## src/rtl/assert_macros.svh

```systemverilog
// ----------------------------------------------------------------------------
// Assertion macros
// Concurrent assertion wrappers, compiled out for synthesis.
// ----------------------------------------------------------------------------
`ifndef ASSERT_MACROS_SVH
`define ASSERT_MACROS_SVH

`ifndef SYNTHESIS

// Antecedent implies consequent in the same cycle.
`define ASSERT_SAME(label, clk, rst_n, ante, cons) \
    label: assert property (@(posedge clk) disable iff (!rst_n) (ante) |-> (cons)) \
        else $error("assertion failed");

// Antecedent implies consequent in the next cycle.
`define ASSERT_NEXT(label, clk, rst_n, ante, cons) \
    label: assert property (@(posedge clk) disable iff (!rst_n) (ante) |=> (cons)) \
        else $error("assertion failed");

`else

`define ASSERT_SAME(label, clk, rst_n, ante, cons)
`define ASSERT_NEXT(label, clk, rst_n, ante, cons)

`endif

`endif

```

## src/rtl/gmlc_pkg.sv

```systemverilog
// ----------------------------------------------------------------------------
// gmlc_pkg
// Types and constants shared by the manual gimbal lease controller.
// ----------------------------------------------------------------------------
package gmlc_pkg;

    // Command codes on the input func field
    localparam logic [3:0] FUNC_TICK    = 4'd0;
    localparam logic [3:0] FUNC_ACQUIRE = 4'd1;
    localparam logic [3:0] FUNC_RELEASE = 4'd2;
    localparam logic [3:0] FUNC_RENEW   = 4'd3;
    localparam logic [3:0] FUNC_LEFT    = 4'd4;
    localparam logic [3:0] FUNC_RIGHT   = 4'd5;
    localparam logic [3:0] FUNC_UP      = 4'd6;
    localparam logic [3:0] FUNC_DOWN    = 4'd7;
    localparam logic [3:0] FUNC_CENTER  = 4'd8;
    localparam logic [3:0] FUNC_ZOOM    = 4'd9;

    // Status codes
    localparam logic [2:0] ST_OK     = 3'd0;
    localparam logic [2:0] ST_BUSY   = 3'd1;
    localparam logic [2:0] ST_IO     = 3'd2;
    localparam logic [2:0] ST_DENIED = 3'd3;
    localparam logic [2:0] ST_INVAL  = 3'd4;

    // Drive commands
    localparam logic [1:0] DRV_NONE    = 2'd0;
    localparam logic [1:0] DRV_RATES   = 2'd1;
    localparam logic [1:0] DRV_NEUTRAL = 2'd2;
    localparam logic [1:0] DRV_ZOOM    = 2'd3;

    // Configuration register indexes
    localparam logic [1:0] CFG_LEASE_MS = 2'd0;
    localparam logic [1:0] CFG_PULSE_MS = 2'd1;
    localparam logic [1:0] CFG_ZOOM_MAX = 2'd2;

    localparam logic [15:0] LEASE_MS_RST = 16'd3000;
    localparam logic [15:0] PULSE_MS_RST = 16'd200;
    localparam logic [15:0] ZOOM_MAX_RST = 16'd2560;

    localparam logic [4:0]  RETRY_MS  = 5'd20;
    localparam logic [15:0] PULSE_MIN = 16'(5 * 256);
    localparam logic [15:0] PULSE_MAX = 16'(60 * 256);
    localparam logic [15:0] ZOOM_MIN  = 16'd256;

    // deg/s Q8.8 to rad/s Q1.14: value * RAD_K / 2^24, rounded half up
    localparam int          RAD_SHIFT = 24;
    localparam int          PROD_W    = 41;
    localparam logic [24:0] RAD_K     = 25'd18740330;
    localparam logic [PROD_W-1:0] RAD_HALF = PROD_W'(1) << (RAD_SHIFT - 1);

    typedef enum logic [2:0] {
        OP_TICK,
        OP_ACQUIRE,
        OP_RELEASE,
        OP_RENEW,
        OP_PULSE,
        OP_CENTER,
        OP_ZOOM,
        OP_INVALID
    } op_t;

    typedef struct packed {
        logic [3:0]  func;
        logic [63:0] token_hi;
        logic [63:0] token_lo;
        logic [63:0] fresh_hi;
        logic [63:0] fresh_lo;
        logic [15:0] value;
        logic        drive_fail;
    } in_item_t;

    typedef struct packed {
        logic [2:0]         status;
        logic [63:0]        out_token_hi;
        logic [63:0]        out_token_lo;
        logic [1:0]         drive_cmd;
        logic signed [15:0] pitch_rate;
        logic signed [15:0] yaw_rate;
        logic [15:0]        zoom_value;
    } out_item_t;

    typedef struct packed {
        logic [15:0] lease_ms;
        logic [15:0] pulse_ms;
        logic [15:0] zoom_max;
    } cfg_t;

    // Classified command between front and back
    typedef struct packed {
        op_t                op;
        logic               val_ok;
        logic               fail;
        logic [63:0]        tok_hi;    // fresh bits on acquire, presented token otherwise
        logic [63:0]        tok_lo;
        logic [15:0]        value;
        logic signed [15:0] pitch;
        logic signed [15:0] yaw;
    } cmd_t;

endpackage

```

## src/rtl/gmlc_fifo.sv

```systemverilog
// ----------------------------------------------------------------------------
// gmlc_fifo
// Small synchronous queue with same-cycle push and pop.
// ----------------------------------------------------------------------------
module gmlc_fifo #(
    parameter int WIDTH = 8,
    parameter int DEPTH = 2
) (
    input  logic             clk,
    input  logic             rst_n,
    input  logic             wr_en,
    input  logic [WIDTH-1:0] wr_data,
    output logic             full,
    input  logic             rd_en,
    output logic [WIDTH-1:0] rd_data,
    output logic             empty
);

    localparam int AW = (DEPTH > 1) ? $clog2(DEPTH) : 1;
    localparam int CW = $clog2(DEPTH + 1);

    logic [WIDTH-1:0] slots [DEPTH];
    logic [AW-1:0]    wr_ptr_reg, wr_ptr_next;
    logic [AW-1:0]    rd_ptr_reg, rd_ptr_next;
    logic [CW-1:0]    count_reg, count_next;
    logic             do_wr, do_rd;

    assign full    = (count_reg == CW'(DEPTH));
    assign empty   = (count_reg == '0);
    assign do_wr   = wr_en && !full;
    assign do_rd   = rd_en && !empty;
    assign rd_data = slots[rd_ptr_reg];

    always_comb
    begin
        wr_ptr_next = wr_ptr_reg;
        rd_ptr_next = rd_ptr_reg;
        count_next  = count_reg;
        if (do_wr)
        begin
            wr_ptr_next = (wr_ptr_reg == AW'(DEPTH - 1)) ? '0 : wr_ptr_reg + 1'b1;
        end
        if (do_rd)
        begin
            rd_ptr_next = (rd_ptr_reg == AW'(DEPTH - 1)) ? '0 : rd_ptr_reg + 1'b1;
        end
        if (do_wr && !do_rd)
        begin
            count_next = count_reg + 1'b1;
        end
        else if (do_rd && !do_wr)
        begin
            count_next = count_reg - 1'b1;
        end
    end

    always_ff @(posedge clk or negedge rst_n)
    begin
        if (!rst_n)
        begin
            wr_ptr_reg <= '0;
            rd_ptr_reg <= '0;
            count_reg  <= '0;
        end
        else
        begin
            wr_ptr_reg <= wr_ptr_next;
            rd_ptr_reg <= rd_ptr_next;
            count_reg  <= count_next;
        end
    end

    always_ff @(posedge clk)
    begin
        if (do_wr)
        begin
            slots[wr_ptr_reg] <= wr_data;
        end
    end

endmodule

```

## src/rtl/gmlc_front.sv

```systemverilog
// ----------------------------------------------------------------------------
// gmlc_front
// Decodes an incoming item, range-checks its value and converts pulse rates.
// ----------------------------------------------------------------------------
module gmlc_front
    import gmlc_pkg::*;
(
    input  in_item_t item,
    input  cfg_t     cfg,
    output cmd_t     entry
);

    logic [PROD_W-1:0]  prod;
    logic [PROD_W-1:0]  rounded;
    logic signed [15:0] rate;
    logic signed [15:0] neg_rate;
    logic               pulse_ok;
    logic               zoom_ok;

    always_comb
    begin
        prod     = PROD_W'(item.value) * PROD_W'(RAD_K);
        rounded  = prod + RAD_HALF;
        rate     = rounded[RAD_SHIFT+15:RAD_SHIFT];
        neg_rate = -rate;
        pulse_ok = (item.value >= PULSE_MIN) && (item.value <= PULSE_MAX);
        zoom_ok  = (item.value >= ZOOM_MIN) && (item.value <= cfg.zoom_max);

        entry.fail   = item.drive_fail;
        entry.value  = item.value;
        entry.pitch  = '0;
        entry.yaw    = '0;
        entry.val_ok = 1'b0;
        entry.tok_hi = item.token_hi;
        entry.tok_lo = item.token_lo;

        unique case (item.func)
            FUNC_TICK:    entry.op = OP_TICK;
            FUNC_ACQUIRE:
            begin
                entry.op     = OP_ACQUIRE;
                entry.tok_hi = item.fresh_hi;
                entry.tok_lo = item.fresh_lo;
            end
            FUNC_RELEASE: entry.op = OP_RELEASE;
            FUNC_RENEW:   entry.op = OP_RENEW;
            FUNC_LEFT:
            begin
                entry.op     = OP_PULSE;
                entry.val_ok = pulse_ok;
                entry.yaw    = neg_rate;
            end
            FUNC_RIGHT:
            begin
                entry.op     = OP_PULSE;
                entry.val_ok = pulse_ok;
                entry.yaw    = rate;
            end
            FUNC_UP:
            begin
                entry.op     = OP_PULSE;
                entry.val_ok = pulse_ok;
                entry.pitch  = rate;
            end
            FUNC_DOWN:
            begin
                entry.op     = OP_PULSE;
                entry.val_ok = pulse_ok;
                entry.pitch  = neg_rate;
            end
            FUNC_CENTER:  entry.op = OP_CENTER;
            FUNC_ZOOM:
            begin
                entry.op     = OP_ZOOM;
                entry.val_ok = zoom_ok;
            end
            default:      entry.op = OP_INVALID;
        endcase
    end

endmodule

```

## src/rtl/gmlc_back.sv

```systemverilog
// ----------------------------------------------------------------------------
// gmlc_back
// Executes classified commands against the lease, stop timer and clock.
// ----------------------------------------------------------------------------
module gmlc_back
    import gmlc_pkg::*;
#(
    parameter int TIME_BITS = 32
) (
    input  logic      clk,
    input  logic      rst_n,
    input  cfg_t      cfg,
    input  logic      take,
    input  cmd_t      entry,
    output out_item_t result
);

    logic [TIME_BITS-1:0] now_reg, now_next;
    logic                 lease_active_reg, lease_active_next;
    logic [63:0]          token_hi_reg, token_hi_next;
    logic [63:0]          token_lo_reg, token_lo_next;
    logic [TIME_BITS-1:0] lease_dl_reg, lease_dl_next;
    logic                 stop_pending_reg, stop_pending_next;
    logic [TIME_BITS-1:0] stop_dl_reg, stop_dl_next;

    logic [TIME_BITS-1:0] now_inc;
    logic [TIME_BITS-1:0] stop_base;
    logic                 do_stop;
    logic                 token_ok;

    // Deadline reached when (t - d) mod 2^TIME_BITS has its top bit clear
    function automatic logic reached(input logic [TIME_BITS-1:0] t,
                                     input logic [TIME_BITS-1:0] d);
        logic [TIME_BITS-1:0] diff;
        diff = t - d;
        return !diff[TIME_BITS-1];
    endfunction

    always_comb
    begin
        now_inc  = now_reg + 1'b1;
        token_ok = lease_active_reg && (entry.tok_hi == token_hi_reg)
                   && (entry.tok_lo == token_lo_reg);

        now_next          = now_reg;
        lease_active_next = lease_active_reg;
        token_hi_next     = token_hi_reg;
        token_lo_next     = token_lo_reg;
        lease_dl_next     = lease_dl_reg;
        stop_pending_next = stop_pending_reg;
        stop_dl_next      = stop_dl_reg;
        do_stop           = 1'b0;
        stop_base         = now_reg;

        result = '0;

        unique case (entry.op)
            OP_TICK:
            begin
                now_next  = now_inc;
                stop_base = now_inc;
                if (lease_active_reg && reached(now_inc, lease_dl_reg))
                begin
                    do_stop           = 1'b1;
                    lease_active_next = 1'b0;
                    token_hi_next     = '0;
                    token_lo_next     = '0;
                end
                else if (stop_pending_reg && reached(now_inc, stop_dl_reg))
                begin
                    do_stop = 1'b1;
                end
            end
            OP_ACQUIRE:
            begin
                if (lease_active_reg)
                begin
                    result.status = ST_BUSY;
                end
                else
                begin
                    do_stop = 1'b1;
                    if (entry.fail)
                    begin
                        result.status = ST_IO;
                    end
                    else
                    begin
                        lease_active_next   = 1'b1;
                        token_hi_next       = entry.tok_hi;
                        token_lo_next       = entry.tok_lo;
                        lease_dl_next       = now_reg + TIME_BITS'(cfg.lease_ms);
                        result.out_token_hi = entry.tok_hi;
                        result.out_token_lo = entry.tok_lo;
                    end
                end
            end
            OP_RELEASE:
            begin
                if (!token_ok)
                begin
                    result.status = ST_DENIED;
                end
                else
                begin
                    do_stop = 1'b1;
                    if (entry.fail)
                    begin
                        result.status = ST_IO;
                    end
                    else
                    begin
                        lease_active_next = 1'b0;
                        token_hi_next     = '0;
                        token_lo_next     = '0;
                    end
                end
            end
            OP_RENEW:
            begin
                if (!token_ok)
                begin
                    result.status = ST_DENIED;
                end
                else
                begin
                    lease_dl_next = now_reg + TIME_BITS'(cfg.lease_ms);
                end
            end
            OP_PULSE:
            begin
                if (!token_ok)
                begin
                    result.status = ST_DENIED;
                end
                else if (!entry.val_ok)
                begin
                    result.status = ST_INVAL;
                end
                else
                begin
                    result.drive_cmd  = DRV_RATES;
                    result.pitch_rate = entry.pitch;
                    result.yaw_rate   = entry.yaw;
                    // stop is armed whether or not the drive took the command
                    stop_pending_next = 1'b1;
                    stop_dl_next      = now_reg + TIME_BITS'(cfg.pulse_ms);
                    if (entry.fail)
                    begin
                        result.status = ST_IO;
                    end
                end
            end
            OP_CENTER:
            begin
                if (!token_ok)
                begin
                    result.status = ST_DENIED;
                end
                else
                begin
                    result.drive_cmd = DRV_NEUTRAL;
                    if (entry.fail)
                    begin
                        result.status = ST_IO;
                    end
                    else
                    begin
                        stop_pending_next = 1'b0;
                    end
                end
            end
            OP_ZOOM:
            begin
                if (!token_ok)
                begin
                    result.status = ST_DENIED;
                end
                else if (!entry.val_ok)
                begin
                    result.status = ST_INVAL;
                end
                else
                begin
                    result.drive_cmd  = DRV_ZOOM;
                    result.zoom_value = entry.value;
                    if (entry.fail)
                    begin
                        result.status = ST_IO;
                    end
                end
            end
            OP_INVALID:
            begin
                result.status = token_ok ? ST_IO : ST_DENIED;
            end
        endcase

        // zero-rate stop; a rejected stop retries later
        if (do_stop)
        begin
            result.drive_cmd = DRV_RATES;
            if (entry.fail)
            begin
                stop_pending_next = 1'b1;
                stop_dl_next      = stop_base + TIME_BITS'(RETRY_MS);
            end
            else
            begin
                stop_pending_next = 1'b0;
            end
        end
    end

    always_ff @(posedge clk or negedge rst_n)
    begin
        if (!rst_n)
        begin
            now_reg          <= '0;
            lease_active_reg <= 1'b0;
            token_hi_reg     <= '0;
            token_lo_reg     <= '0;
            lease_dl_reg     <= '0;
            stop_pending_reg <= 1'b0;
            stop_dl_reg      <= '0;
        end
        else if (take)
        begin
            now_reg          <= now_next;
            lease_active_reg <= lease_active_next;
            token_hi_reg     <= token_hi_next;
            token_lo_reg     <= token_lo_next;
            lease_dl_reg     <= lease_dl_next;
            stop_pending_reg <= stop_pending_next;
            stop_dl_reg      <= stop_dl_next;
        end
    end

endmodule

```

## src/rtl/gimbal_manual_lease_controller.sv

```systemverilog
// ----------------------------------------------------------------------------
// gimbal_manual_lease_controller
// Token-guarded lease for manual gimbal rate, neutral and zoom commands.
// Throughput: one item per cycle; the back end executes one command per cycle
//   while the result queue has room.
// Reset (rst_n, async): queues empty, lease and timers cleared, registers
//   back to their defaults. No clearing pass.
// ----------------------------------------------------------------------------
`include "assert_macros.svh"

module gimbal_manual_lease_controller
    import gmlc_pkg::*;
#(
    parameter int TIME_BITS   = 32,
    parameter int QUEUE_DEPTH = 2
) (
    input  logic        clk,
    input  logic        rst_n,
    input  logic        push,
    output logic        full,
    input  in_item_t    item,
    output logic        empty,
    input  logic        pop,
    output out_item_t   result,
    input  logic        cfg_we,
    input  logic [1:0]  cfg_idx,
    input  logic [15:0] cfg_data
);

    cfg_t      cfg_reg;
    cmd_t      front_cmd;
    cmd_t      back_cmd;
    out_item_t back_result;
    logic      cmd_empty;
    logic      res_full;
    logic      take;

    always_ff @(posedge clk or negedge rst_n)
    begin
        if (!rst_n)
        begin
            cfg_reg.lease_ms <= LEASE_MS_RST;
            cfg_reg.pulse_ms <= PULSE_MS_RST;
            cfg_reg.zoom_max <= ZOOM_MAX_RST;
        end
        else if (cfg_we)
        begin
            unique case (cfg_idx)
                CFG_LEASE_MS: cfg_reg.lease_ms <= cfg_data;
                CFG_PULSE_MS: cfg_reg.pulse_ms <= cfg_data;
                CFG_ZOOM_MAX: cfg_reg.zoom_max <= cfg_data;
                default:      ;
            endcase
        end
    end

    gmlc_front u_front (
        .item  (item),
        .cfg   (cfg_reg),
        .entry (front_cmd)
    );

    gmlc_fifo #(
        .WIDTH ($bits(cmd_t)),
        .DEPTH (QUEUE_DEPTH)
    ) u_cmd_q (
        .clk     (clk),
        .rst_n   (rst_n),
        .wr_en   (push),
        .wr_data (front_cmd),
        .full    (full),
        .rd_en   (take),
        .rd_data (back_cmd),
        .empty   (cmd_empty)
    );

    assign take = !cmd_empty && !res_full;

    gmlc_back #(
        .TIME_BITS (TIME_BITS)
    ) u_back (
        .clk    (clk),
        .rst_n  (rst_n),
        .cfg    (cfg_reg),
        .take   (take),
        .entry  (back_cmd),
        .result (back_result)
    );

    gmlc_fifo #(
        .WIDTH ($bits(out_item_t)),
        .DEPTH (QUEUE_DEPTH)
    ) u_res_q (
        .clk     (clk),
        .rst_n   (rst_n),
        .wr_en   (take),
        .wr_data (back_result),
        .full    (res_full),
        .rd_en   (pop),
        .rd_data (result),
        .empty   (empty)
    );

    // accepted item is queued for the back end on the next cycle
    `ASSERT_NEXT(a_push_queued, clk, rst_n, push && !full, !cmd_empty)
    // an executed command always leaves a result to pop
    `ASSERT_NEXT(a_exec_result, clk, rst_n, take, !empty)
    // back end only runs with room for its result
    `ASSERT_SAME(a_exec_room, clk, rst_n, take, !res_full && !cmd_empty)

endmodule

```

## config.mk

```make
export PLATFORM = sky130hd
export DESIGN_NAME = gimbal_manual_lease_controller
export DESIGN_NICKNAME = d
export VERILOG_FILES = /design/src/rtl/gmlc_pkg.sv /design/src/rtl/gmlc_fifo.sv /design/src/rtl/gmlc_front.sv /design/src/rtl/gmlc_back.sv /design/src/rtl/gimbal_manual_lease_controller.sv
export VERILOG_INCLUDE_DIRS = /design/src /design/src/rtl
export SDC_FILE = /design/constraint.sdc
export NUM_CORES = 2
export LEC_CHECK = 0
export ABC_AREA = 1
export BUFFER_PORTS_ARGS = -buffer_cell sky130_fd_sc_hd__clkbuf_2
export CAP_MARGIN = 15
export CORE_MARGIN = 2
export CORE_UTILIZATION = 30
export CTS_BUF_LIST = sky130_fd_sc_hd__clkbuf_4
export DETAILED_ROUTE_END_ITERATION = 16
export HOLD_SLACK_MARGIN = 0.05
export MAX_ROUTING_LAYER = met4
export PLACE_DENSITY = 0.53
export SYNTH_ARGS = -nofsm -noshare
export SYNTH_HDL_FRONTEND = slang
export SYNTH_SLANG_ARGS = --single-unit
```

## constraint.sdc

```tcl
create_clock -name clk -period 25.6 [get_ports clk]
set_input_delay 2.56 -clock clk [delete_from_list [all_inputs] [get_ports clk]]
set_output_delay 2.56 -clock clk [all_outputs]
set_load 0.02 [all_outputs]
```

==> run_results.csv <==
group,metric,value,unit
route,ant_nets,0,
setup_path,critPathMaxFanout,10,
route,vias,47700,
sta,fin_crit,8.38,ns
synth,async_reset_ff_share,28.0,%
floorplan,core_region_area,193000,um^2
grt,antenna_found_initial,5,
place,routabilityCongestion,0.928,
place,place_area,63400,um^2
synth,synth-seq-area-share,49.4,%
route,dr.pass1.iters,6,
synth,post-synth-top-area-fraction,37.3,%
sta,tightest_slew,1.15,ns
clocking,cts.sinks,1006,
route,routed_wl,210000,um
synth,netlist_top_cells_area,"edfxtp_1 (37%), nand2_1 (16%), dfrtp_1 (12%), ha_1 (5.8%), inv_1 (4.7%)",
synth,ys_types,60,
synth,synth_top_area_cell,"edfxtp_1",
floorplan,rows,161,
place,dp_cells,9470,
sta,setup_viol,0,
synth,ys_warn_count,0,
clocking,post_cts_buffers,0,
floorplan,start_util,30.3,%
floorplan,die_h,445,um
cells_and_area,reg_top3,"u_cmd_q.slots x362, u_res_q.slots x362",
synth,syn_nets,7331,
grt,grt_max_degree,149,
setup_path,critPathKind,"primary input to register",
route,routed_via_density,4.76,
setup_path,endpoint_kind,"register",
cells_and_area,drive_gt1_share,16.6,%
clocking,clk_pin_slew,0.06,ns
grt,grt_first_pass_wirelength,306000,um
clocking,ctsHoldBuffers,0,
clocking,tritoncts,"yes",
sta,fin_setup_tns,0,ns
synth,synthesis.area,58300,um^2
clocking,post_cts_resized,0,
route,drt-initial-drc-count,3346,
synth,postSynthCellCount,6631,
synth,ys_seq_elements,1006,
cells_and_area,design_area,67300,um^2
sta,fin_skew,0.187,ns
grt,grt_pass1_vias,47000,
synth,synthFlopType,"edfxtp_1",
clocking,numCtsBuffers,308,
place,hpwlAfterDp,155000,um
floorplan,dieArea,198000,um^2
clocking,htree_levels,5,
clocking,insertion_delay,1.37,ns
floorplan,die_w,445,um
synth,avgSynthCellArea,8.80,um^2
clocking,cts_root_buf,"clkbuf_4",
setup_path,critical_path.slowest_cell,"fa_1",
sta,report.final.hold_viol_count,0,
clocking,clock_path_buffers,4,
job,maxCapViolations,0,
sta,rsz0062_at_grt,"no",
sta,slew_violations,0,
cells_and_area,final_cell_mix,"nand2_1 (2434), edfxtp_1 (724), inv_1 (722), clkbuf_2 (481), clkbuf_4 (479)",
setup_path,startpoint_type,"primary input",
cells_and_area,nNetsFinal,7954,
setup_path,crit_path_frequent_cell,"inv_1",
sta,fmax,0.119,GHz
grt,grt.overflow.total,0,
cells_and_area,synthToLayoutAreaGrowth,15.3,%
sta,post-route-period-util,32.8,%
setup_path,critPathMaxStageDelay,0.63,ns
setup_path,crit_buf_inv,8,
floorplan,io_pins,483,
cells_and_area,layout_commonest_cell,"nand2_1",
setup_path,crit_family,"adder cells",
run_status,status,"finished, final reports clean",
setup_path,cp_data_arrival_time,9.46,ns
synth,synth-edff-count,724,
route,wl_per_cell,20.9,um
sta,max-slew-margin-rel,22.5,%
min_path,hold_path_class,"register to register",
place,portBuffers,482,
route,drc_errors,0,
grt,grtUsageTotal,21.5,%
cells_and_area,fin_cells,10000,
setup_path,worstPathRequired,26.67,ns
sta,fin_hold_ws,0.480,ns
==> area by class of cell <==
| class | instances | area (um^2) |
|---|---|---|
| diodes | 7 | 17.5 |
| clock buffers | 479 | 3600 |
| clock inverters | 60 | 280 |
| fillers | 19900 | 126000 |
| inverters | 730 | 2760 |
| multi-input cells | 4688 | 25900 |
| flip-flops and latches | 1006 | 28800 |
| well taps | 2526 | 3160 |
| repair buffers | 520 | 2780 |
==> worst reg2reg max path, cell delays in order, from the launching register on <==
cell and delay [ns]:
dfrtp_4 0.83, inv_8 0.63, buf_4 0.74, buf_4 0.74, nand2_1 0.13, nand2_1 0.14, xor2_1 0.87, nor4_1 0.12
nand3_1 0.13, nand3b_1 0.21, nor2_2 0.11, nand2_1 0.11, nand2_1 0.11, o2111ai_4 0.08, buf_4 0.56, buf_4 0.91
buf_4 1.01, nand2_1 0.20, o21ai_1 0.13
==> kinds of logic (layout without fill, tap and decap cells) <==
logic type	Yosys count	after routing	share of synthesized area, %
multiplexers	129	129	2.49
flip-flops	1006	1006	49.4
AND/OR/NAND/NOR	3441	3441	24.1
adder cells (fa/ha/maj)	400	400	10.3
XOR/XNOR	136	136	2.08
AO/OA/AOI/OAI	582	582	5.25
other	0	7	0
buffers and inverters	937	1789	6.40
==> metal layers <==
metal	routed length, um	vias to the layer above	global-route usage (%)
li1	-	23100	-
met3	10900	326	3.39
met5	0	-	-
met4	7080	0	7.52
met1	89600	22700	26.7
met2	102000	1535	35.4
==> cells in the mapped netlist, types with 4 or more instances <==
master        n
nand2_1    2437
edfxtp_1    724
inv_1       724
nor2_1      404
nand3_1     276
dfrtp_1     270
ha_1        269
o21ai_0     266
a21oi_1     149
fa_1        131
mux2_2      128
clkbuf_1    125
nand4_1     117
o21ai_1     111
xor2_1       95
nor3_1       75
or2_2        48
buf_2        46
xnor2_1      38
nor4_1       25
buf_6        18
o22ai_1      17
nand3b_1     16
and2_1       12
dfstp_2      12
buf_1        11
nor3b_1       8
o21bai_1      7
buf_4         5
a31oi_1       4
nor2_4        4
o2111ai_1     4
==> per-stage QoR <==
step	worst slack [ns]	util [%]
global route	16.68	34.9
finish	17.22	34.9
global placement	15.87	32.9
floorplan	14.64	-
detailed placement	15.83	32.9
CTS	17.36	34.9
==> final timing paths <==
path / from / to / slack, ns / depth (start not counted)
max reg2reg: u_cmd_q.rd_ptr_reg$_DFFE_PN0P_ / u_back.token_lo_reg[35]$_DFFE_PN0P_ / 17.73 / 18
min reg2reg: u_back.stop_dl_reg[8]$_DFFE_PN0P_ / u_back.stop_dl_reg[8]$_DFFE_PN0P_ / 0.48 / 2
max: item[5] / u_cmd_q.slots[0][10]$_DFFE_PP_ / 17.22 / 32
max in group asynchronous: rst_n / cfg_reg[8]$_DFFE_PN0P_ / 22.13 / 3
min: u_back.stop_dl_reg[8]$_DFFE_PN0P_ / u_back.stop_dl_reg[8]$_DFFE_PN0P_ / 0.48 / 2
min in group asynchronous: rst_n / u_back.token_hi_reg[20]$_DFFE_PN0P_ / 1.27 / 1
Power is not shown: default switching activity piles up to over one toggle a cycle in this logic, so the estimate is an artifact.
